--- config.mk ---
export PLATFORM = sky130hd
export DESIGN_NAME = c_escape_sequence_decoder_core
export DESIGN_NICKNAME = d
export VERILOG_FILES = /design/src/hw/rtl/ced_pkg.sv /design/src/hw/rtl/ced_decode.sv /design/src/hw/rtl/ced_outq.sv /design/src/hw/rtl/c_escape_sequence_decoder_core.sv
export VERILOG_INCLUDE_DIRS = /design/src /design/src/hw/rtl
export SDC_FILE = /design/constraint.sdc
export NUM_CORES = 1
export LEC_CHECK = 0
export ABC_AREA = 1
export CORE_UTILIZATION = 30
export DETAILED_ROUTE_END_ITERATION = 16
export DONT_BUFFER_PORTS = 1
export PLACE_DENSITY_LB_ADDON = 0.1
export SLEW_MARGIN = 20
export SYNTH_ARGS = -nofsm -noshare
export SYNTH_HDL_FRONTEND = slang
export SYNTH_HIERARCHICAL = 1
export SYNTH_SLANG_ARGS = --single-unit
--- constraint.sdc ---
create_clock -name clk -period 3.57 [get_ports clk]
set_input_delay 0 -clock clk [delete_from_list [all_inputs] [get_ports clk]]
set_output_delay 0 -clock clk [all_outputs]
set_load 0.02 [all_outputs]
--- src/hw/rtl/c_escape_sequence_decoder_core_defines.svh ---
// ----------------------------------------------------------------------------
// Assertion macros shared by the escape decoder RTL
// Clocked, reset-qualified property checks in two timing forms.
// ----------------------------------------------------------------------------
`ifndef C_ESCAPE_SEQUENCE_DECODER_CORE_DEFINES_SVH
`define C_ESCAPE_SEQUENCE_DECODER_CORE_DEFINES_SVH

// same-cycle implication, checked out of reset
`define CED_ASSERT_SAME(lbl, clk, rst_n, ante, cons) \
	lbl: assert property (@(posedge clk) disable iff (!rst_n) (ante) |-> (cons)) \
		else $error("ced assertion failed");

// next-cycle implication, checked out of reset
`define CED_ASSERT_NEXT(lbl, clk, rst_n, ante, cons) \
	lbl: assert property (@(posedge clk) disable iff (!rst_n) (ante) |=> (cons)) \
		else $error("ced assertion failed");

`endif

--- src/hw/rtl/ced_pkg.sv ---
// ----------------------------------------------------------------------------
// ced_pkg
// Types, codes and character helpers for the C escape sequence decoder.
// ----------------------------------------------------------------------------
package ced_pkg;

	// decoder mode, one-hot
	typedef enum logic [5:0] {
		M_IDLE      = 6'b000001,
		M_ESC       = 6'b000010,
		M_HEX_FIRST = 6'b000100,
		M_HEX       = 6'b001000,
		M_OCT       = 6'b010000,
		M_DROP      = 6'b100000
	} mode_t;

	// result status codes
	typedef enum logic [2:0] {
		ST_OK      = 3'd0,
		ST_UNTERM  = 3'd1,
		ST_NOHEX   = 3'd2,
		ST_HEXBIG  = 3'd3,
		ST_UNKNOWN = 3'd4
	} status_t;

	localparam logic [7:0] CH_BSLASH = 8'h5c;
	localparam logic [7:0] CH_X_LO   = 8'h78;
	localparam logic [7:0] CH_X_UP   = 8'h58;
	localparam logic [7:0] CH_ZERO   = 8'h30;
	localparam logic [7:0] CASE_BIT  = 8'h20;

	// decoder state
	typedef struct packed {
		mode_t      mode;
		logic [7:0] val;
		logic [1:0] cnt;
		logic       ovf;
	} st_t;

	// one result item
	typedef struct packed {
		logic [7:0] ch;
		status_t    status;
		logic       run_end;
		logic       string_end;
	} res_t;

	// up to two results caused by one input byte
	typedef struct packed {
		logic v0;
		logic v1;
		res_t r0;
		res_t r1;
	} res_pair_t;

	typedef struct packed {
		logic       ok;
		logic [3:0] val;
	} digit_t;

	localparam st_t ST_RESET = '{mode: M_IDLE, val: 8'h00, cnt: 2'd0, ovf: 1'b0};

	// hex digit value of a byte, either case
	function automatic digit_t hex_nibble(input logic [7:0] c);
		digit_t     d;
		logic [7:0] lc;
		d  = '{ok: 1'b0, val: 4'd0};
		lc = c | CASE_BIT;
		if (c >= 8'h30 && c <= 8'h39) begin
			d = '{ok: 1'b1, val: c[3:0]};
		end else if (lc >= 8'h61 && lc <= 8'h66) begin
			d = '{ok: 1'b1, val: 4'(lc - 8'h57)};
		end
		return d;
	endfunction

	// byte value of a simple escape letter; ok low when not one
	function automatic logic [8:0] simple_escape(input logic [7:0] c);
		logic [8:0] r;
		case (c)
			8'h61:   r = {1'b1, 8'h07};
			8'h62:   r = {1'b1, 8'h08};
			8'h66:   r = {1'b1, 8'h0c};
			8'h6e:   r = {1'b1, 8'h0a};
			8'h72:   r = {1'b1, 8'h0d};
			8'h74:   r = {1'b1, 8'h09};
			8'h76:   r = {1'b1, 8'h0b};
			8'h5c:   r = {1'b1, 8'h5c};
			8'h27:   r = {1'b1, 8'h27};
			8'h22:   r = {1'b1, 8'h22};
			8'h3f:   r = {1'b1, 8'h3f};
			default: r = {1'b0, 8'h00};
		endcase
		return r;
	endfunction

	function automatic logic is_octal(input logic [7:0] c);
		return c[7:3] == 5'b00110;
	endfunction

	function automatic res_t mk_res(input logic [7:0] ch, input status_t st,
			input logic send);
		return '{ch: ch, status: st, run_end: 1'b0, string_end: send};
	endfunction

endpackage

--- src/hw/rtl/ced_decode.sv ---
// ----------------------------------------------------------------------------
// ced_decode
// Next-state and result logic for one input byte of the escape decoder.
// ----------------------------------------------------------------------------
module ced_decode (
	input  ced_pkg::st_t       st,
	input  logic [7:0]         in_char,
	input  logic               in_final,
	output ced_pkg::st_t       st_nxt,
	output ced_pkg::res_pair_t res
);
	import ced_pkg::*;

	logic       is_bs;
	logic       p_emit;
	res_t       p_res;
	st_t        p_st;
	digit_t     hd;
	logic [8:0] se;
	logic       hovf;
	logic [7:0] hval;
	logic [7:0] oval;
	logic [1:0] ocnt;
	st_t        clr;

	// plain byte handling, reused after a numeric escape ends
	always_comb begin
		is_bs  = in_char == CH_BSLASH;
		p_emit = !(is_bs && !in_final);
		p_res  = is_bs ? mk_res(8'h00, ST_UNTERM, 1'b1) : mk_res(in_char, ST_OK, in_final);
		p_st   = ST_RESET;
		if (is_bs && !in_final) begin
			p_st.mode = M_ESC;
		end
	end

	// digit arithmetic
	always_comb begin
		hd   = hex_nibble(in_char);
		se   = simple_escape(in_char);
		hovf = st.ovf | (st.val > 8'h0f);
		hval = {st.val[3:0], hd.val};
		oval = {st.val[4:0], in_char[2:0]};
		ocnt = st.cnt + 2'd1;
	end

	// mode dispatch
	always_comb begin
		clr    = ST_RESET;
		st_nxt = st;
		res    = '0;
		case (st.mode)
			M_ESC: begin
				if (se[8]) begin
					st_nxt = clr;
					res.v0 = 1'b1;
					res.r0 = mk_res(se[7:0], ST_OK, in_final);
				end else if (in_char == CH_X_LO || in_char == CH_X_UP) begin
					if (in_final) begin
						st_nxt = clr;
						res.v0 = 1'b1;
						res.r0 = mk_res(8'h00, ST_NOHEX, 1'b1);
					end else begin
						st_nxt      = clr;
						st_nxt.mode = M_HEX_FIRST;
					end
				end else if (is_octal(in_char)) begin
					if (in_final) begin
						st_nxt = clr;
						res.v0 = 1'b1;
						res.r0 = mk_res(in_char - CH_ZERO, ST_OK, 1'b1);
					end else begin
						st_nxt      = clr;
						st_nxt.mode = M_OCT;
						st_nxt.val  = in_char - CH_ZERO;
						st_nxt.cnt  = 2'd1;
					end
				end else begin
					st_nxt      = clr;
					st_nxt.mode = in_final ? M_IDLE : M_DROP;
					res.v0      = 1'b1;
					res.r0      = mk_res(8'h00, ST_UNKNOWN, 1'b1);
				end
			end
			M_HEX_FIRST: begin
				if (!hd.ok) begin
					st_nxt      = clr;
					st_nxt.mode = in_final ? M_IDLE : M_DROP;
					res.v0      = 1'b1;
					res.r0      = mk_res(8'h00, ST_NOHEX, 1'b1);
				end else if (in_final) begin
					st_nxt = clr;
					res.v0 = 1'b1;
					res.r0 = mk_res({4'h0, hd.val}, ST_OK, 1'b1);
				end else begin
					st_nxt      = clr;
					st_nxt.mode = M_HEX;
					st_nxt.val  = {4'h0, hd.val};
				end
			end
			M_HEX: begin
				if (hd.ok) begin
					if (in_final) begin
						st_nxt = clr;
						res.v0 = 1'b1;
						res.r0 = hovf ? mk_res(8'h00, ST_HEXBIG, 1'b1)
							: mk_res(hval, ST_OK, 1'b1);
					end else begin
						st_nxt.val = hval;
						st_nxt.ovf = hovf;
					end
				end else if (st.ovf) begin
					st_nxt      = clr;
					st_nxt.mode = in_final ? M_IDLE : M_DROP;
					res.v0      = 1'b1;
					res.r0      = mk_res(8'h00, ST_HEXBIG, 1'b1);
				end else begin
					// release the value, then treat the byte as plain
					st_nxt = p_st;
					res.v0 = 1'b1;
					res.r0 = mk_res(st.val, ST_OK, 1'b0);
					res.v1 = p_emit;
					res.r1 = p_res;
				end
			end
			M_OCT: begin
				if (is_octal(in_char) && st.cnt < 2'd3) begin
					if (ocnt == 2'd3 || in_final) begin
						st_nxt = clr;
						res.v0 = 1'b1;
						res.r0 = mk_res(oval, ST_OK, in_final);
					end else begin
						st_nxt.val = oval;
						st_nxt.cnt = ocnt;
					end
				end else begin
					st_nxt = p_st;
					res.v0 = 1'b1;
					res.r0 = mk_res(st.val, ST_OK, 1'b0);
					res.v1 = p_emit;
					res.r1 = p_res;
				end
			end
			M_DROP: begin
				if (in_final) begin
					st_nxt = clr;
				end
			end
			default: begin
				st_nxt = p_st;
				res.v0 = p_emit;
				res.r0 = p_res;
			end
		endcase
		// mark the last result of this byte
		res.r0.run_end = !res.v1;
		res.r1.run_end = 1'b1;
	end

endmodule

--- src/hw/rtl/ced_outq.sv ---
// ----------------------------------------------------------------------------
// ced_outq
// Three-entry shifting result queue; head entry drives the output port.
// ----------------------------------------------------------------------------
`include "c_escape_sequence_decoder_core_defines.svh"

module ced_outq (
	input  logic               clk,
	input  logic               arst_n,
	input  ced_pkg::res_pair_t push,
	input  logic               pop,
	output ced_pkg::res_t      head,
	output logic               head_valid,
	output logic               almost_full
);
	import ced_pkg::*;

	res_t       ent_q [3];
	res_t       ent_d [3];
	logic [1:0] count_q;
	logic [1:0] base;
	logic [1:0] count_d;

	// shift on transfer, then append new results behind the survivors
	always_comb begin
		base    = count_q - 2'(pop);
		count_d = base + 2'(push.v0) + 2'(push.v1);
		ent_d[0] = pop ? ent_q[1] : ent_q[0];
		ent_d[1] = pop ? ent_q[2] : ent_q[1];
		ent_d[2] = ent_q[2];
		for (int i = 0; i < 3; i++) begin
			if (push.v0 && 2'(i) == base) begin
				ent_d[i] = push.r0;
			end
			if (push.v1 && 2'(i) == base + 2'd1) begin
				ent_d[i] = push.r1;
			end
		end
	end

	// hold payload
	always_ff @(posedge clk) begin
		ent_q <= ent_d;
	end

	// advance occupancy
	always_ff @(posedge clk or negedge arst_n) begin
		if (!arst_n) begin
			count_q <= 2'd0;
		end else begin
			count_q <= count_d;
		end
	end

	assign head        = ent_q[0];
	assign head_valid  = count_q != 2'd0;
	assign almost_full = count_q[1];

	`CED_ASSERT_SAME(a_no_pop_empty, clk, arst_n, pop, count_q != 2'd0)
	`CED_ASSERT_SAME(a_push_fits, clk, arst_n, push.v0 && push.v1, base <= 2'd1)
	`CED_ASSERT_NEXT(a_drain, clk, arst_n, count_q == 2'd1 && pop && !push.v0,
		count_q == 2'd0)

endmodule

--- src/hw/rtl/c_escape_sequence_decoder_core.sv ---
// ----------------------------------------------------------------------------
// c_escape_sequence_decoder_core
// Streaming decoder for C string escapes, one raw byte per transfer.
// ----------------------------------------------------------------------------
// Usage:
//   Input channel (in_valid / in_stall) carries one raw string byte and its
//   end-of-string flag. Output channel (out_valid / out_stall) carries decoded
//   bytes with status, run_end and string_end.
//   A byte is decoded in the cycle of its transfer against the mode register;
//   its results are written into the registered three-entry output queue,
//   whose head entry drives the output.
//   Throughput is one byte per cycle while in_stall is low. A byte that
//   closes a numeric escape and also produces a byte of its own gives two
//   results; the queue holds them and in_stall is high while they drain.
//   in_stall is high whenever two or more results are queued, so the queue
//   always has room for the two results one byte can cause.
//   A stalled receiver keeps the head result steady; input flow stops once the
//   queue reaches two entries.
//   Reset empties the queue and returns the decoder to idle, expecting a plain
//   byte.
// ----------------------------------------------------------------------------
`include "c_escape_sequence_decoder_core_defines.svh"

module c_escape_sequence_decoder_core (
	input  logic       clk,
	input  logic       arst_n,
	input  logic       in_valid,
	output logic       in_stall,
	input  logic [7:0] in_char,
	input  logic       in_final,
	output logic       out_valid,
	input  logic       out_stall,
	output logic [7:0] out_char,
	output logic [2:0] status,
	output logic       run_end,
	output logic       string_end
);
	import ced_pkg::*;

	st_t       st_q;
	st_t       st_nxt;
	res_pair_t dec_res;
	res_pair_t push;
	res_t      head;
	logic      in_xfer;
	logic      out_xfer;
	logic      almost_full;

	assign in_xfer  = in_valid && !in_stall;
	assign out_xfer = out_valid && !out_stall;
	assign in_stall = almost_full;

	ced_decode u_decode (
		.st       (st_q),
		.in_char  (in_char),
		.in_final (in_final),
		.st_nxt   (st_nxt),
		.res      (dec_res)
	);

	// drop results unless a byte transfers
	always_comb begin
		push    = dec_res;
		push.v0 = dec_res.v0 && in_xfer;
		push.v1 = dec_res.v1 && in_xfer;
	end

	// advance decoder state on each input transfer
	always_ff @(posedge clk or negedge arst_n) begin
		if (!arst_n) begin
			st_q <= ST_RESET;
		end else if (in_xfer) begin
			st_q <= st_nxt;
		end
	end

	ced_outq u_outq (
		.clk         (clk),
		.arst_n      (arst_n),
		.push        (push),
		.pop         (out_xfer),
		.head        (head),
		.head_valid  (out_valid),
		.almost_full (almost_full)
	);

	assign out_char   = head.ch;
	assign status     = head.status;
	assign run_end    = head.run_end;
	assign string_end = head.string_end;

	`CED_ASSERT_SAME(a_second_needs_first, clk, arst_n, push.v1, push.v0)
	`CED_ASSERT_SAME(a_drop_silent, clk, arst_n, st_q.mode == M_DROP, !dec_res.v0)
	`CED_ASSERT_SAME(a_err_zero, clk, arst_n, push.v0 && push.r0.status != ST_OK,
		push.r0.ch == 8'h00 && push.r0.string_end && !push.v1)
	`CED_ASSERT_NEXT(a_err_drop, clk, arst_n,
		push.v0 && push.r0.status != ST_OK && !in_final, st_q.mode == M_DROP)

endmodule

==> results of run 1 <==
==> through the flow <==
| stage | hold WS (ps) | util | std cells |
|---|---|---|---|
| after global routing | 111 | 0.330 | 947 |
| after detailed placement | -295 | 0.311 | 925 |
| after floorplan | -296 | - | 738 |
| after CTS | 69.4 | 0.330 | 947 |
| after global placement | -295 | 0.311 | 925 |
| final | 90.1 | 0.330 | 947 |
==> worst reg2reg max path, stage by stage, from the launching register on <==
cell and delay, ps:
sky130_fd_sc_hd__dfstp_2 550, sky130_fd_sc_hd__inv_1 50, sky130_fd_sc_hd__nand4_1 180, sky130_fd_sc_hd__inv_1 250, sky130_fd_sc_hd__nor2_1 180, sky130_fd_sc_hd__nand2_2 150, sky130_fd_sc_hd__inv_2 170, sky130_fd_sc_hd__nand2_1 110
sky130_fd_sc_hd__nand4_1 100, sky130_fd_sc_hd__inv_1 50, sky130_fd_sc_hd__nor2_2 180, sky130_fd_sc_hd__inv_1 100, sky130_fd_sc_hd__nor2_4 100, sky130_fd_sc_hd__nand3_2 280, sky130_fd_sc_hd__nand3_1 190, sky130_fd_sc_hd__buf_4 240
==> sequential cells by signal, summed over array words and instances (netlist names) <==
register and count:
u_outq/count_q 2, u_outq/ent_q 26, st_q 17, u_outq/head 13
==> metal layers <==
metal	part of all wire	wire, µm	vias to the layer above
met5	0	0	-
met4	0.021	343	0
met3	0.050	805	24
met2	0.48	7850	135
met1	0.45	7250	2314
li1	-	-	2382
==> layout by cell type, fill, tap and decap left out, types with 4 or more instances in the layout <==
cell	netlist	layout
sky130_fd_sc_hd__clkinv_1	3	4
sky130_fd_sc_hd__dfrtp_1	18	18
sky130_fd_sc_hd__a21oi_1	26	26
sky130_fd_sc_hd__o21ai_0	14	14
sky130_fd_sc_hd__nand2_4	11	11
sky130_fd_sc_hd__buf_4	19	8
sky130_fd_sc_hd__inv_4	4	4
sky130_fd_sc_hd__nor4_1	5	5
sky130_fd_sc_hd__edfxtp_1	39	39
sky130_fd_sc_hd__nand3_2	7	7
sky130_fd_sc_hd__nand3_1	137	137
sky130_fd_sc_hd__nand2_1	181	181
sky130_fd_sc_hd__nor2_2	8	8
sky130_fd_sc_hd__nor2_4	5	5
sky130_fd_sc_hd__nand2_2	15	15
sky130_fd_sc_hd__nor2_1	59	59
sky130_fd_sc_hd__dlygate4sd3_1	0	6
sky130_fd_sc_hd__inv_1	78	78
sky130_fd_sc_hd__clkbuf_16	0	9
sky130_fd_sc_hd__nand4_1	12	12
sky130_fd_sc_hd__ha_1	12	12
sky130_fd_sc_hd__nor3_1	11	11
sky130_fd_sc_hd__inv_2	15	15
==> cell type report <==
cell class / instances / area [µm²]
Multi-Input combinational cell: 539 / 2840
Timing Repair Buffer: 14 / 120
Sequential cell: 58 / 1650
Clock buffer: 9 / 225
Fill cell: 1862 / 11200
Tap cell: 220 / 275
Inverter: 100 / 385
Clock inverter: 7 / 45.0
==> power by group <==
part           leakage [nW]  switching [mW]  total [mW]  internal [mW]
Combinational          1.86           0.558       0.759          0.201
Clock                 0.125           0.339       0.805          0.466
Sequential            0.625           0.145        1.08          0.933
Total                  2.61            1.04        2.64           1.60
==> logic make-up after synthesis <==
family | synth area share
DFF | 0.317
and+or+nand+nor | 0.441
adders and majority gates | 0.0289
buffers and inverters | 0.138
AOI/OAI and AO/OA | 0.0691
xor gates and xnor gates | 0.00505
other | 0.00144
==> final timing paths <==
path	endpoint	slack, ps	cells past startpoint
worst max-delay path	u_outq/ent_q[23]$_DFFE_PP_	380	15
worst min-delay path	u_outq/ent_q[22]$_DFFE_PP_	90	4
worst max register to register	u_outq/ent_q[23]$_DFFE_PP_	380	15
worst min register to register	st_q[11]$_DFFE_PN1P_	490	2
max in group asynchronous	st_q[13]$_DFFE_PN0P_	2810	1
min in group asynchronous	st_q[6]$_DFFE_PN0P_	220	1
==> run metrics, run 1 <==
status=completed; clock latency on the worst-skew pair=roughly 340 ps; HPWL after DPL=12500 µm; slowest library cell on the worst path=sky130_fd_sc_hd__dfstp_2; Layout Cell Area excl Fill=around 5500 µm²; global-route track usage on met2=0.323; via-per-instance ratio=between 5 and 6; worst-case setup slack after placement=403 ps; count of antenna-violating nets left after detailed routing=0; CTS root buffer=sky130_fd_sc_hd__clkbuf_16; dominant cell type by count on the critical path=sky130_fd_sc_hd__inv_1; setup repair after global routing missed its margin=false; number of antenna violations at the first check in global routing=0; period utilisation layout=0.894; start of the worst register-to-register path=st_q[11]$_DFFE_PN1P_; final setup vio count=0; Tightest Pin Transition=between 800 and 900 ps; met3 usage in global routing=0.0422; maximum fanout count along the critical path=14; sequential-to-total area share from yosys stat=0.317; startpoint class of the critical path=flip-flop; Area Growth Syn to Fin=6.52%; overall overflow remaining after global route=0; Die Area=about 18000 µm²; Clock Skews=about 8.1 ps; clock edge transition at the registers on the reported setup and hold paths=around 60 ps; Unique masters post-synth=48; total count of hold-check failures in the final report=0; busiest layer in global routing=met2; total design power=2.64 mW; number of warnings reported in the yosys synthesis log=6; aggregate negative setup slack=0 ps; number of standard-cell rows in the floorplan=47; largest net degree at the start of global routing=32; routability congestion estimate from global placement=0.929; clock buffer depth=2; IR drop worst, VDD=between 0.0002 and 0.00025 V; start-to-end type of the worst setup path=reg -> reg; IO Port Bufs=0; first-iteration detailed-routing DRC count=433; number of inserted diodes=0; Slowest Stage Delay on Critical Path=around 550 ps; ranking of synthesized cells by instance count=sky130_fd_sc_hd__nand2_1, sky130_fd_sc_hd__nand3_1, sky130_fd_sc_hd__inv_1, sky130_fd_sc_hd__nor2_1, sky130_fd_sc_hd__edfxtp_1; clock period minus worst slack=about 3200 ps; via count of the first global-routing pass=4689; buffers inserted by post-CTS timing repair=0; TritonCTS clock tree=done; cell breakdown of the critical path=inv_1 -> nand4_1 -> inv_1 -> nor2_1 -> nand2_2 -> inv_2 -> nand2_1 -> nand4_1 -> inv_1 -> nor2_2 -> inv_1 -> nor2_4 -> nand3_2 -> nand3_1 -> buf_4; max capacitance violation total=0; number of enable-type register cells in the synthesized netlist=39; Req. time, crit path=3600 ps; placed cell area=5210 µm²; mean instance size in the synthesized netlist=7.06 µm²; Hold Buf Count CTS=6; cell leakage power=roughly 2.6 nW; DR vias=4855; least setup slack across all paths after layout=approximately 380 ps; layout cells sized above 1=0.142; routed length per instance=17.2 µm; net count of the finished layout=around 750; cell family contributing the most delay on the critical path=simple AND/OR/NAND/NOR gates; share of the synthesized area in the top cell type=0.225; Post-Syn Instances=about 740; buffer and inverter count on the worst path=6; data arrival time at the worst-slack endpoint=roughly 3200 ps; CORE AREA=between 15000 and 20000 µm²; total track usage=0.192; Post-CTS Resized=0; I/O Pins=28; Power per Cell Area=477 nW/µm²; # DRC=0; Slew Limit Fails=0; relative slew slack=0.415; width of the die=~130 µm; Tightest Hold Check Type=in -> reg; most frequently used flop master after synthesis=sky130_fd_sc_hd__edfxtp_1; number of buffers inserted during clock tree synthesis=9; Clock H-tree levels=3; Initial Utilization=0.310; GR Util met1=0.241; wire length of the first global-routing pass=26100 µm; achievable frequency=313 MHz; combined area of all synthesized cells=just over 5000 µm²; share of flip-flops with an asynchronous set or reset after synthesis=0.328; largest area contributor in the synthesized netlist=sky130_fd_sc_hd__edfxtp_1; wirelength, routed=16200 µm; Die Y-Extent=134 µm; detailed-router iteration count before antenna repair=5; register bit count reported by yosys=58; origin of the worst min-delay path=in_char[4]; clk sinks=just under 60; Worst Setup End Kind=flip-flop; start point of the critical path=st_q[11]$_DFFE_PN1P_; dominant cell by count in the synthesized netlist=sky130_fd_sc_hd__nand2_1; synth top area cells=sky130_fd_sc_hd__edfxtp_1, sky130_fd_sc_hd__nand3_1, sky130_fd_sc_hd__nand2_1
(Power assumes the default switching activity.)
==> run 2: changes to the inputs <==
REMOVE_ABC_BUFFERS = 1   (was not set)
==> run 2 against run 1 <==
Net effect:
- largest power group unchanged
- register-to-register slack hardly changed
- non-clock buffer count stayed put
- power is 0.96% lower
- worst hold slack worse by 8.1 ps
- sequential share of layout area hardly changed
- via count is 2.6% lower
- count of clock-buffer cells in the layout stayed put
- first-iteration DRC count is 5.1% lower
- global-route usage is 0.79 points lower
- final area hardly changed
- critical path depth is 1 higher
==> run metrics, run 2 (synthesized netlist as in run 1, its figures left out) <==
status=completed; via-per-instance ratio=~5; start point of the critical path=st_q[11]$_DFFE_PN1P_; Req. time, crit path=~3500 ps; R2R Path End=u_outq/head[12]$_DFFE_PP_; setup repair after global routing missed its margin=false; I/O Pins=28; cell leakage power=between 2 and 3 nW; CTS root buffer=sky130_fd_sc_hd__clkbuf_16; via count of the first global-routing pass=4587; Die Area=approximately 18000 µm²; first-iteration detailed-routing DRC count=around 410; number of antenna violations at the first check in global routing=1; termination of the worst setup path=u_outq/head[12]$_DFFE_PP_; Slew Limit Fails=0; Biggest register=u_outq/ent_q; count of antenna-violating nets left after detailed routing=0; cell breakdown of the critical path=nor2_1 -> nand2_1 -> inv_1 -> nand3_2 -> inv_2 -> nor2_1 -> nand2_2 -> inv_2 -> nand2_1 -> nand4_1 -> inv_1 -> nor2_2 -> nand2_2 -> inv_2 -> nand2_4 -> nand3_1; relative slew slack=0.360; final setup vio count=0; wire length of the first global-routing pass=25500 µm; cell family contributing the most delay on the critical path=simple AND/OR/NAND/NOR gates; total track usage=0.184; width of the die=roughly 130 µm; HPWL after DPL=about 12000 µm; Worst Hold Margin=about 80 ps; clk sinks=between 50 and 60; detailed-router iteration count before antenna repair=5; clock period minus worst slack=roughly 3200 ps; dominant cell type by count on the critical path=sky130_fd_sc_hd__inv_2; layout cells sized above 1=0.142; buffer and inverter count on the worst path=5; Largest register FFs=26; start-to-end type of the worst setup path=reg -> reg; routed length per instance=16.5 µm; number of standard-cell rows in the floorplan=47; start of the worst register-to-register path=st_q[11]$_DFFE_PN1P_; Clock Skews=2.33 ps; Initial Utilization=0.310; Power per Cell Area=between 400 and 500 nW/µm²; startpoint class of the critical path=flip-flop; Layout Cell Area excl Fill=5540 µm²; Sequential cell area=between 1500 and 2000 µm²; Critical Path Stages=16; IO Port Bufs=0; most common library cell in the layout ignoring fill and taps=sky130_fd_sc_hd__nand2_1; final core occ=0.331; Tightest Hold Check Type=in -> reg; Clock H-tree levels=3; max capacitance violation total=0; Worst Setup End Kind=flip-flop; placed cell area=~5200 µm²; clock edge transition at the registers on the reported setup and hold paths=approximately 50 ps; DR vias=~4.7k; Tightest Pin Transition=between 900 and 1000 ps; Fill cells=roughly 1.8k; maximum fanout count along the critical path=14; # DRC=0; commonest cells after routing, fill and taps aside=sky130_fd_sc_hd__nand2_1, sky130_fd_sc_hd__nand3_1, sky130_fd_sc_hd__inv_1; number of buffers inserted during clock tree synthesis=9; Post-CTS Resized=0; slack of the worst reg-to-reg path=370 ps; TritonCTS clock tree=done; largest net degree at the start of global routing=32; data arrival time at the worst-slack endpoint=about 3200 ps; aggregate negative setup slack=0 ps; CORE AREA=between 15000 and 20000 µm²; IR drop worst, VDD=0.000302 V; overall overflow remaining after global route=0; clock latency on the worst-skew pair=around 340 ps; Die Y-Extent=approximately 130 µm; routability congestion estimate from global placement=approximately 0.91; total count of hold-check failures in the final report=0; wirelength, routed=between 15000 and 20000 µm; slowest library cell on the worst path=sky130_fd_sc_hd__dfstp_2; achievable frequency=312 MHz; multi-input gate area in the final layout=between 2000 and 3000 µm²; period utilisation layout=0.897; cell depth of the worst flop-to-flop path=16; net count of the finished layout=~750; Area Growth Syn to Fin=6.57%; clock buffer depth=2; Slowest Stage Delay on Critical Path=550 ps
run 2: cell count changes in the layout (fill, tap and decap cells not counted), sizes merged:
cell | previous run | this run
diode | 0 | 1
run 2: through the flow:
| stage | instances | setup slack [ps] | total power, mW |
|---|---|---|---|
| 6_report | 948 | 368 | 2.62 |
| 5_1_grt | 948 | 78.1 | 2.79 |
| 4_1_cts | 947 | 388 | 2.66 |
| 3_5_place_dp | 925 | 400 | 1.83 |
| 3_3_place_gp | 925 | 478 | 1.83 |
| 2_1_floorplan | 697 | 619 | 1.60 |
run 2: timing repair:
| action | CTS | global route |
|---|---|---|
| buffers inserted | 0 | 0 |
| hold buffers | 6 | 0 |
| endpoints found under the hold margin | 36 | 0 |
run 2: metal layers:
layer,part of all wire,up-vias,track usage,wire (µm)
li1,-,2379,-,-
met1,0.45,2190,0.233,7060
met2,0.48,138,0.311,7510
met3,0.047,22,0.0384,728
met4,0.022,0,0.0581,346
met5,0,-,0,0
run 2: how the worst min path moves through the flow:
stage	startpoint	end	slack, ps	depth (start not counted)
after floorplan	arst_n	st_q[0]$_DFFE_PN0P_	-300	0
after global placement	arst_n	st_q[1]$_DFFE_PN0P_	-290	0
after detailed placement	arst_n	st_q[1]$_DFFE_PN0P_	-290	0
after CTS	in_char[3]	st_q[6]$_DFFE_PN0P_	80	5
after global routing	in_char[4]	u_outq/ent_q[22]$_DFFE_PP_	120	4
final	in_char[3]	st_q[6]$_DFFE_PN0P_	80	5
run 2: final cells by class:
type	count	area share
Multi-Input combinational cell	539	0.513
Sequential cell	58	0.297
Inverter	100	0.0695
Tap cell	220	0.0497
Clock buffer	9	0.0406
Timing Repair Buffer	14	0.0217
Clock inverter	7	0.00813
Antenna cell	1	0.000452
run 2: worst register-to-register path: cells and delay by family (launching register included):
kind	cells	cell delay, ps
flops	1	550
simple gates	11	1680
buf+inv	5	590
run 2: power breakdown:
group          internal, mW  leakage [nW]  switching [mW]
clock network         0.466         0.125           0.330
logic                 0.206          1.86           0.540
registers             0.934         0.625           0.140
==> run 3: changes to the inputs <==
ABC_AREA = not set   (was 1)
==> run 3 against run 2 <==
Net effect:
- count of clock-buffer cells in the layout is the same
- sequential share of layout area rose by 0.94 points
- wire length down 13%
- via count decreased by 18%
- clock skew increased by 3.3 ps
- core utilization rose by 1.8 points
- sequential power about the same
==> run metrics, run 3 <==
CTS root buffer=sky130_fd_sc_hd__clkbuf_16; buffer and inverter count on the worst path=0; count of antenna-violating nets left after detailed routing=0; Post-CTS Resized=0; total count of hold-check failures in the final report=0; Hold Buf Count CTS=4; slack of the worst reg-to-reg path=between 300 and 400 ps; cell depth of the worst flop-to-flop path=9; register bit count reported by yosys=between 50 and 60; number of antenna violations at the first check in global routing=0; layout cells sized above 1=0.210; start point of the critical path=st_q[1]$_DFFE_PN0P_; synth top area cells=sky130_fd_sc_hd__edfxtp_1, sky130_fd_sc_hd__dfrtp_1, sky130_fd_sc_hd__mux2_4; Post-Syn Instances=497; Req. time, crit path=3540 ps; Unique masters post-synth=83; multi-input gate area in the final layout=between 2000 and 3000 µm²; start-to-end type of the worst setup path=reg -> reg; slowest library cell on the worst path=sky130_fd_sc_hd__or4_1; met3 usage in global routing=0.0407; number of warnings reported in the yosys synthesis log=6; clock edge transition at the registers on the reported setup and hold paths=around 50 ps; commonest cells after routing, fill and taps aside=sky130_fd_sc_hd__edfxtp_1, sky130_fd_sc_hd__o21ai_0, sky130_fd_sc_hd__buf_4; achievable frequency=slightly above 300 MHz; cell family contributing the most delay on the critical path=simple AND/OR/NAND/NOR gates; Clock Skews=~5.7 ps; setup repair after global routing missed its margin=false; Slowest Stage Delay on Critical Path=around 480 ps; status=completed; wire length of the first global-routing pass=approximately 22000 µm; clock period minus worst slack=around 3200 ps; buffers inserted by post-CTS timing repair=0; most common library cell in the layout ignoring fill and taps=sky130_fd_sc_hd__edfxtp_1; largest area contributor in the synthesized netlist=sky130_fd_sc_hd__edfxtp_1; startpoint class of the critical path=flip-flop; Clock H-tree levels=3; via-per-instance ratio=5.44; first-iteration detailed-routing DRC count=337; start of the worst register-to-register path=st_q[1]$_DFFE_PN0P_; number of enable-type register cells in the synthesized netlist=39; Initial Utilization=0.312; final setup vio count=0; # DRC=0; DR vias=3873; overall overflow remaining after global route=0; Die Y-Extent=approximately 130 µm; Sequential cell area=1650 µm²; mean instance size in the synthesized netlist=9.68 µm²; least setup slack across all paths after layout=approximately 350 ps; CORE AREA=15400 µm²; IO Port Bufs=0; number of standard-cell rows in the floorplan=45; GR Util met1=0.225; sequential-to-total area share from yosys stat=0.343; global-route track usage on met2=0.298; routed length per instance=about 19 µm; detailed-router iteration count before antenna repair=5; placed cell area=4980 µm²; Layout Cell Area excl Fill=~5400 µm²; cell leakage power=about 2.2 nW; Worst Hold Margin=between 40 and 50 ps; wirelength, routed=13700 µm; worst-case setup slack after placement=about 330 ps; period utilisation layout=0.901; Power per Cell Area=approximately 540 nW/µm²; number of inserted diodes=0; busiest layer in global routing=met2; maximum fanout count along the critical path=13; final core occ=0.348; data arrival time at the worst-slack endpoint=roughly 3200 ps; R2R Path End=u_outq/head[4]$_DFFE_PP_; share of the synthesized area in the top cell type=0.243; clock latency on the worst-skew pair=roughly 340 ps; I/O Pins=28; share of flip-flops with an asynchronous set or reset after synthesis=0.328; clk sinks=just under 60; IR drop worst, VDD=0.000239 V; net count of the finished layout=between 500 and 600; Critical Path Stages=9; largest net degree at the start of global routing=31; combined area of all synthesized cells=4810 µm²; via count of the first global-routing pass=approximately 3.9k; termination of the worst setup path=u_outq/head[4]$_DFFE_PP_; cell breakdown of the critical path=ha_1 -> nor3_1 -> o21bai_1 -> o2bb2ai_1 -> or4_1 -> and2_2 -> and2_1 -> mux2i_1 -> nand2b_1; width of the die=between 100 and 150 µm; routability congestion estimate from global placement=about 0.83; Die Area=between 15000 and 20000 µm²; most frequently used flop master after synthesis=sky130_fd_sc_hd__edfxtp_1; Area Growth Syn to Fin=11.7%; Biggest register=u_outq/ent_q; Tightest Pin Transition=847 ps; number of buffers inserted during clock tree synthesis=9; total track usage=0.178; relative slew slack=0.431; Largest register FFs=26; TritonCTS clock tree=done; clock buffer depth=2; max capacitance violation total=0; Slew Limit Fails=0; Fill cells=around 1.6k; Tightest Hold Check Type=in -> reg; ranking of synthesized cells by instance count=sky130_fd_sc_hd__edfxtp_1, sky130_fd_sc_hd__o21ai_0, sky130_fd_sc_hd__nor2_1, sky130_fd_sc_hd__and3_1, sky130_fd_sc_hd__nand2_1; Worst Setup End Kind=flip-flop; HPWL after DPL=around 10000 µm
-- run 3: changes by cell type after synthesis, moves of 18 or more --
cell,change
sky130_fd_sc_hd__clkbuf_1,+18
sky130_fd_sc_hd__o21ai_0,+25
sky130_fd_sc_hd__nor2_1,-32
sky130_fd_sc_hd__nand3_1,-130
sky130_fd_sc_hd__inv_1,-61
sky130_fd_sc_hd__and3_1,+22
sky130_fd_sc_hd__nand2_1,-159
-- run 3: cell families after synthesis --
family | after synthesis | share of synthesized area
compound gates | 149 | 0.220
xor+xnor | 6 | 0.0125
fa+ha+maj | 12 | 0.0312
buf+inv | 70 | 0.0871
flops | 58 | 0.343
mux | 32 | 0.0877
other cells | 2 | 0.00156
simple gates | 168 | 0.217
-- run 3: power by group --
group          total [mW]  internal, mW  switching [mW]
logic               0.779         0.314           0.465
clock network        1.01         0.681           0.330
registers            1.09         0.959           0.131
total                2.88          1.95           0.926
-- run 3: worst min path at each step --
| stage | from | end | slack (ps) | cells past startpoint |
|---|---|---|---|---|
| 3_5_place_dp | arst_n | st_q[15]$_DFFE_PN0P_ | -290 | 0 |
| 5_1_grt | in_char[0] | st_q[3]$_DFFE_PN0P_ | 70 | 3 |
| 3_3_place_gp | arst_n | st_q[0]$_DFFE_PN0P_ | -290 | 0 |
| 2_1_floorplan | arst_n | st_q[0]$_DFFE_PN0P_ | -300 | 0 |
| 6_report | in_char[0] | st_q[3]$_DFFE_PN0P_ | 40 | 3 |
| 4_1_cts | in_char[0] | st_q[3]$_DFFE_PN0P_ | 20 | 3 |
-- run 3: worst register-to-register path: cells and delay by family, from the launching register on --
| kind | cells | cell delay, ps |
|---|---|---|
| DFF | 1 | 400 |
| AOI/OAI and AO/OA | 2 | 230 |
| and+or+nand+nor | 5 | 1620 |
| muxes | 1 | 290 |
| adders and majority gates | 1 | 290 |
-- run 3: cell type report --
cell class | instances | area share
clock buffer | 9 | 0.0419
clock inverter | 7 | 0.0217
inverter | 17 | 0.0119
multi-input combinational | 370 | 0.511
sequential | 58 | 0.307
tap | 211 | 0.0491
timing repair buffer | 40 | 0.0573
-- run 3: per-stage QoR --
stage	cells	TNS, ps	power [mW]
after detailed placement	691	0	1.88
after global placement	691	0	1.88
final	712	0	2.88
after floorplan	445	-19920	1.63
after CTS	711	0	2.92
after global routing	712	0	3.05
-- run 3: routing by layer --
metal	share of wire	wire length, µm
met1	0.46	6320
met2	0.48	6600
met3	0.041	556
met4	0.015	202
met5	0	0
